<file path="config.mk">
export PLATFORM = sky130hd
export DESIGN_NAME = frame_builder_twos_sum
export DESIGN_NICKNAME = d
export VERILOG_FILES = /design/src/hw/rtl/fbts_pkg.sv /design/src/hw/rtl/frame_builder_twos_sum.sv
export VERILOG_INCLUDE_DIRS = /design/src /design/src/hw/rtl
export SDC_FILE = /design/constraint.sdc
export NUM_CORES = 1
export LEC_CHECK = 0
export ABC_AREA = 0
export BUFFER_PORTS_ARGS = -buffer_cell sky130_fd_sc_hd__buf_2
export CORE_ASPECT_RATIO = 1.75
export CORE_MARGIN = 5
export CORE_UTILIZATION = 55
export CTS_CLUSTER_SIZE = 8
export DETAILED_ROUTE_END_ITERATION = 6
export GPL_ROUTABILITY_DRIVEN = 0
export GPL_TIMING_DRIVEN = 0
export PLACE_DENSITY = 0.8
export SYNTH_ARGS = -nofsm -noshare
export SYNTH_HDL_FRONTEND = slang
export SYNTH_SLANG_ARGS = --single-unit
</file>
<file path="constraint.sdc">
create_clock -name clk -period 8.6 [get_ports clk]
set_input_delay 0.86 -clock clk [delete_from_list [all_inputs] [get_ports clk]]
set_output_delay 0.86 -clock clk [all_outputs]
set_load 0.02 [all_outputs]
</file>
<file path="src/hw/rtl/frame_builder_twos_sum_macros.svh">
// ----------------------------------------------------------------------------
// frame builder assertion macros
// concurrent assertion wrappers clocked on clk, used by frame_builder_twos_sum
// ----------------------------------------------------------------------------
`ifndef FRAME_BUILDER_TWOS_SUM_MACROS_SVH
`define FRAME_BUILDER_TWOS_SUM_MACROS_SVH

// checked only while out of reset
`define FBTS_ASSERT(lbl, prop, msg) \
	lbl: assert property (@(posedge clk) disable iff (!arst_n) prop) else $error(msg);

// checked at every edge, reset included
`define FBTS_ASSERT_ALWAYS(lbl, prop, msg) \
	lbl: assert property (@(posedge clk) prop) else $error(msg);

`endif

</file>
<file path="src/hw/rtl/fbts_pkg.sv">
// ----------------------------------------------------------------------------
// fbts_pkg
// constants and header byte lookup for the byte frame builder
// ----------------------------------------------------------------------------
`default_nettype none

package fbts_pkg;

	localparam int MAX_PAYLOAD = 31;
	localparam int LEN_W       = 5;
	localparam int HDR_BYTES   = 16;
	localparam int IDX_W       = $clog2(HDR_BYTES + 1);

	localparam logic [7:0] START_BYTE = 8'hAA;
	localparam logic [7:0] LEN_BASE   = 8'h11;

	localparam logic OP_START = 1'b0;
	localparam logic OP_DATA  = 1'b1;

	// header byte positions, every other position is zero
	localparam logic [IDX_W-1:0] POS_START   = IDX_W'(0);
	localparam logic [IDX_W-1:0] POS_LEN     = IDX_W'(1);
	localparam logic [IDX_W-1:0] POS_DESC_HI = IDX_W'(2);
	localparam logic [IDX_W-1:0] POS_DESC_LO = IDX_W'(3);
	localparam logic [IDX_W-1:0] POS_TYPE_HI = IDX_W'(12);
	localparam logic [IDX_W-1:0] POS_TYPE_LO = IDX_W'(13);

	function automatic logic [7:0] hdr_byte(
		input logic [IDX_W-1:0] idx,
		input logic [15:0]      desc,
		input logic [15:0]      mtype,
		input logic [LEN_W-1:0] len
	);
		logic [7:0] b;
		case (idx)
			POS_START:   b = START_BYTE;
			POS_LEN:     b = LEN_BASE + 8'(len);
			POS_DESC_HI: b = desc[15:8];
			POS_DESC_LO: b = desc[7:0];
			POS_TYPE_HI: b = mtype[15:8];
			POS_TYPE_LO: b = mtype[7:0];
			default:     b = 8'h00;
		endcase
		return b;
	endfunction

endpackage

`default_nettype wire

</file>
<file path="src/hw/rtl/frame_builder_twos_sum.sv">
// ----------------------------------------------------------------------------
// frame_builder_twos_sum
// builds header, payload and two's complement checksum bytes of a link frame
// ----------------------------------------------------------------------------
// A start word emits the 16-byte header, followed by the checksum when the
// payload length is zero. A payload word emits its data byte, so payload
// streams at one word per cycle unless byte_ready stalls the output; the
// word that carries the last payload byte also emits the checksum after it.
// The rate is set by the single byte-wide output register: one frame byte
// leaves per cycle while byte_ready is high. A payload word that arrives
// with no frame open is consumed and emits nothing. The next word is taken
// in the cycle in which the current one emits its last byte.
`default_nettype none

`include "frame_builder_twos_sum_macros.svh"

module frame_builder_twos_sum
	import fbts_pkg::*;
(
	input  wire logic             clk,
	input  wire logic             arst_n,
	input  wire logic             item_valid,
	output logic                  item_ready,
	input  wire logic             operation,
	input  wire logic [15:0]      descriptor,
	input  wire logic [15:0]      message_type,
	input  wire logic [LEN_W-1:0] payload_length,
	input  wire logic [7:0]       data_byte,
	output logic                  byte_valid,
	input  wire logic             byte_ready,
	output logic [7:0]            frame_byte,
	output logic                  end_of_frame,
	output logic                  end_of_run
);

	// current word
	logic             cur_valid_q;
	logic             cur_op_q;
	logic [15:0]      cur_desc_q;
	logic [15:0]      cur_type_q;
	logic [LEN_W-1:0] cur_len_q;
	logic [7:0]       cur_data_q;
	logic [IDX_W-1:0] idx_q;

	// frame state
	logic             in_frame_q;
	logic [LEN_W-1:0] remaining_q;
	logic [7:0]       sum_q;

	// output register
	logic             out_valid_q;
	logic [7:0]       out_byte_q;
	logic             out_eof_q;
	logic             out_eor_q;

	logic             out_free;
	logic             step;
	logic             drop;
	logic [7:0]       emit_byte;
	logic             emit_eof;
	logic             emit_eor;
	logic [7:0]       checksum;
	logic [LEN_W-1:0] len_sat;
	logic             accept;

	assign checksum = ~sum_q + 8'd1;
	assign out_free = !out_valid_q || byte_ready;
	assign step     = cur_valid_q && (drop || out_free);
	assign item_ready = !cur_valid_q || (step && emit_eor);
	assign accept   = item_valid && item_ready;

	assign len_sat = (int'(payload_length) > MAX_PAYLOAD) ? LEN_W'(MAX_PAYLOAD)
		: payload_length;

	always_comb begin
		emit_byte = 8'h00;
		emit_eof  = 1'b0;
		emit_eor  = 1'b0;
		drop      = 1'b0;
		if (cur_op_q == OP_START) begin
			if (idx_q == IDX_W'(HDR_BYTES)) begin
				emit_byte = checksum;
				emit_eof  = 1'b1;
				emit_eor  = 1'b1;
			end else begin
				emit_byte = hdr_byte(idx_q, cur_desc_q, cur_type_q, cur_len_q);
				emit_eor  = (idx_q == IDX_W'(HDR_BYTES - 1)) && (cur_len_q != '0);
			end
		end else if (idx_q == '0) begin
			if (!in_frame_q) begin
				// no open frame, word is discarded
				drop     = 1'b1;
				emit_eor = 1'b1;
			end else begin
				emit_byte = cur_data_q;
				emit_eor  = (remaining_q != LEN_W'(1));
			end
		end else begin
			emit_byte = checksum;
			emit_eof  = 1'b1;
			emit_eor  = 1'b1;
		end
	end

	always_ff @(posedge clk or negedge arst_n) begin
		if (!arst_n) begin
			cur_valid_q <= 1'b0;
			idx_q       <= '0;
			in_frame_q  <= 1'b0;
			remaining_q <= '0;
			sum_q       <= '0;
			out_valid_q <= 1'b0;
		end else begin
			if (accept) begin
				cur_valid_q <= 1'b1;
				idx_q       <= '0;
			end else if (step) begin
				if (emit_eor) begin
					cur_valid_q <= 1'b0;
				end else begin
					idx_q <= idx_q + IDX_W'(1);
				end
			end

			if (step && !drop) begin
				if (emit_eof) begin
					sum_q       <= '0;
					in_frame_q  <= 1'b0;
					remaining_q <= '0;
				end else if (cur_op_q == OP_START && idx_q == '0) begin
					// first header byte restarts the sum and arms the payload count
					sum_q       <= emit_byte;
					in_frame_q  <= (cur_len_q != '0);
					remaining_q <= cur_len_q;
				end else begin
					sum_q <= sum_q + emit_byte;
					if (cur_op_q == OP_DATA) begin
						remaining_q <= remaining_q - LEN_W'(1);
					end
				end
			end

			if (out_free) begin
				out_valid_q <= step && !drop;
			end
		end
	end

	// word and byte payload registers
	always_ff @(posedge clk) begin
		if (accept) begin
			cur_op_q   <= operation;
			cur_desc_q <= descriptor;
			cur_type_q <= message_type;
			cur_len_q  <= len_sat;
			cur_data_q <= data_byte;
		end
		if (out_free && step && !drop) begin
			out_byte_q <= emit_byte;
			out_eof_q  <= emit_eof;
			out_eor_q  <= emit_eor;
		end
	end

	assign byte_valid   = out_valid_q;
	assign frame_byte   = out_byte_q;
	assign end_of_frame = out_eof_q;
	assign end_of_run   = out_eor_q;

	`FBTS_ASSERT(a_eof_ends_run, (out_valid_q && out_eof_q) |-> out_eor_q, "checksum not last byte of run")
	`FBTS_ASSERT(a_idx_range, cur_valid_q |-> (idx_q <= IDX_W'(HDR_BYTES)), "byte index out of range")
	`FBTS_ASSERT_ALWAYS(a_idle_count, (!in_frame_q) |-> (remaining_q == '0), "count left while idle")
	`FBTS_ASSERT(a_accept_loads, accept |=> cur_valid_q, "accepted word not held")

endmodule

`default_nettype wire
</file>
==> results.cfg <==
[timing]
finalClockSkew_ns = 0.00777
final-hold-violation-count = 0
fin_crit_ns = 4.13
slew_headroom = 0.547
fin_crit_sh = 0.480
slew_violations = 0
fmax_mhz = 242
finalSetupTns_ns = 0
setup_viol = 0
tightest_slew_ns = 0.677
rsz0062_at_grt = false

[pwr]
p_sw_uw = 662
p_per_area_nw_per_um2 = 362
p_leak_uw = 0.00186
power_switching_share = 0.397
irDropWorstVdd_mv = 0.241
combinationalPowerShare = 0.445
internal-power_uw = 1010
pwr-share-seq = 0.349
p_clk_frac = 0.205

[clocking]
clockRootBuffer = clkbuf_16
cts_tree = yes
postCtsHoldBufs = 0
clock-sinks = 77
post_cts_buffers = 0
cts-resized-gates = 0
clock_tree.buffer_depth = 2
h-tree-depth = 3
numCtsBuffers = 9
insertion_delay_ns = 0.34
clkTransAtPathRegs_ns = 0.06

[routing]
drtAntennaViolNets = 0
vias = 3004
firstDrtPassIters = 5
drtIter0Drc = 357
wirelength_um = 8830
drc = 0
viasPerCell = 6.03
wl_per_cell_um = 17.7

[finish]
layout_commonest_cell = buf_2
n_antenna_cell = 0
seqCellArea_um2 = 2210
area_growth_pct = 18.0
nFillCells = 513
final_cell_mix = 62 x buf_2, 56 x edfxtp_1, 29 x nand2_1
drive_gt1_frac = 0.234
final_nets = 478
final_cells = 498
multiInputGateArea_um2 = 1570

[floorplan]
coreArea_um2 = 6910
ioPinCount = 62
die-area_um2 = 8950
num_rows = 40
fp.dieW_um = 73.7
initial_core_util = 0.566
die_h_um = 121

[placed_design]
place_hpwl_um = 6650
port_buffers = 61
dp_cells = 483

[yosys]
syn-instance-count = 337
yosys_warnings = 0
syn_area_per_cell_um2 = 11.6
synth_edf_count = 56
syn-num-nets = 405
synth_cell_type_count = 63
async_flop_share = 0.273
ys_ff_latch = 77
synth-main-ff-cell = edfxtp_1
synth_area_um2 = 3910
yosysSeqAreaShare = 0.565

[grt]
grt_overflow_total = 0
grt_max_degree = 43
grt_pass1_wl_um = 14200
grt_pass1_vias = 3045
antenna_found_initial = 0
track_usage = 0.214

[critical_path]
startpoint_type = flip-flop
endpoint_kind = flip-flop
cp.required_ns = 8.85
r2r_cells = 16
cp_max_fo = 10
path_class = flip-flop to flip-flop
cp.arrival_ns = 4.38

[flow_run]
max_cap_viol_count = 0

[min_path]
hold_path_class = input pin to async pin

[run_status]
status = completed
-- worst paths after layout --
path	start	end	slack, ns
worst max-delay path	idx_q[0]	sum_q[6]	4.47
worst min-delay path	arst_n	idx_q[3]	0.48
worst max register to register	idx_q[0]	sum_q[6]	4.47
worst min register to register	remaining_q[1]	remaining_q[1]	0.54
max in group asynchronous	arst_n	sum_q[5]	7.77
min in group clk	remaining_q[1]	remaining_q[1]	0.54
-- stage by stage --
stage               hold WS, ns  total power (µW)  cell area [µm²]   util  worst slack, ns
floorplan                 0.472              1120             3910      -             4.85
global placement          0.499              1290             4320  0.625             4.50
detailed placement        0.530              1320             4340  0.628             4.53
CTS                       0.498              1670             4610  0.668             4.51
global route              0.524              1770             4610  0.668             4.27
finish                    0.483              1670             4610  0.668             4.47
-- layout make-up --
class	instances	area share
Timing Repair Buffer	62	0.0706
Multi-Input combinational cell	229	0.340
Clock buffer	9	0.0488
Clock inverter	6	0.0103
Buffer	14	0.0152
Sequential cell	77	0.479
Inverter	17	0.0138
Tap cell	84	0.0228
-- state kept, by name, summed over array words and instances (netlist names), 5 cells and up --
| signal | count |
|---|---|
| cur_desc_q | 16 |
| cur_data_q | 8 |
| frame_byte | 8 |
| idx_q | 5 |
| cur_len_q | 5 |
| cur_type_q | 16 |
| remaining_q | 5 |
| sum_q | 8 |
-- worst max-delay path, stage by stage, from the launching register on --
cell      delay, ns
dfrtp_1        0.42
inv_1          0.13
ha_1           0.28
nor4b_2        0.50
clkbuf_1       0.40
nand3_1        0.17
a31oi_1        0.32
ha_1           0.23
inv_1          0.06
fa_1           0.41
nor2b_1        0.13
o21ai_0        0.09
nand2b_1       0.12
a31oi_1        0.13
xor2_1         0.17
a221o_1        0.32
o21ai_0        0.16
-- cell usage after synthesis, types with 5 or more instances --
cell      count  area share
nand3_1      12       0.015
inv_1        16       0.015
nor2_1       26       0.025
edfxtp_1     56        0.43
clkbuf_1      9      0.0086
nand2_1      29       0.028
o21ai_0      24       0.031
nor3b_1       6       0.012
a21oi_1      16       0.021
nand2b_1      5      0.0080
nor3_1        6      0.0077
xnor2_1      13       0.029
dfrtp_1      21        0.13
ha_1         17       0.054
a31oi_1       8       0.013
a222oi_1      6       0.015
-- power groups by stage --
stage	clock [µW]	sequential [µW]	combinational, µW
floorplan	0	603	518
detailed placement	0	587	734
CTS	345	581	741
global placement	0	583	702
global route	367	591	815
finish	342	583	743
-- metal layers --
metal	GRT usage	share of wire	vias to the layer above
met4	0.150	0.049	0
li1	-	-	1406
met1	0.218	0.35	1434
met5	0	0	-
met2	0.372	0.56	132
met3	0.0448	0.049	32
-- cells by family after synthesis --
logic type / count (synthesis) / share of synthesized area
buffers and inverters: 31 / 0.0339
flip-flops: 77 / 0.565
XOR/XNOR: 16 / 0.0359
AO/OA/AOI/OAI: 85 / 0.147
AND/OR/NAND/NOR: 107 / 0.151
adder cells (fa/ha/maj): 18 / 0.0596
multiplexers: 3 / 0.00801
No activity file was read; power rests on OpenSTA's default activity.
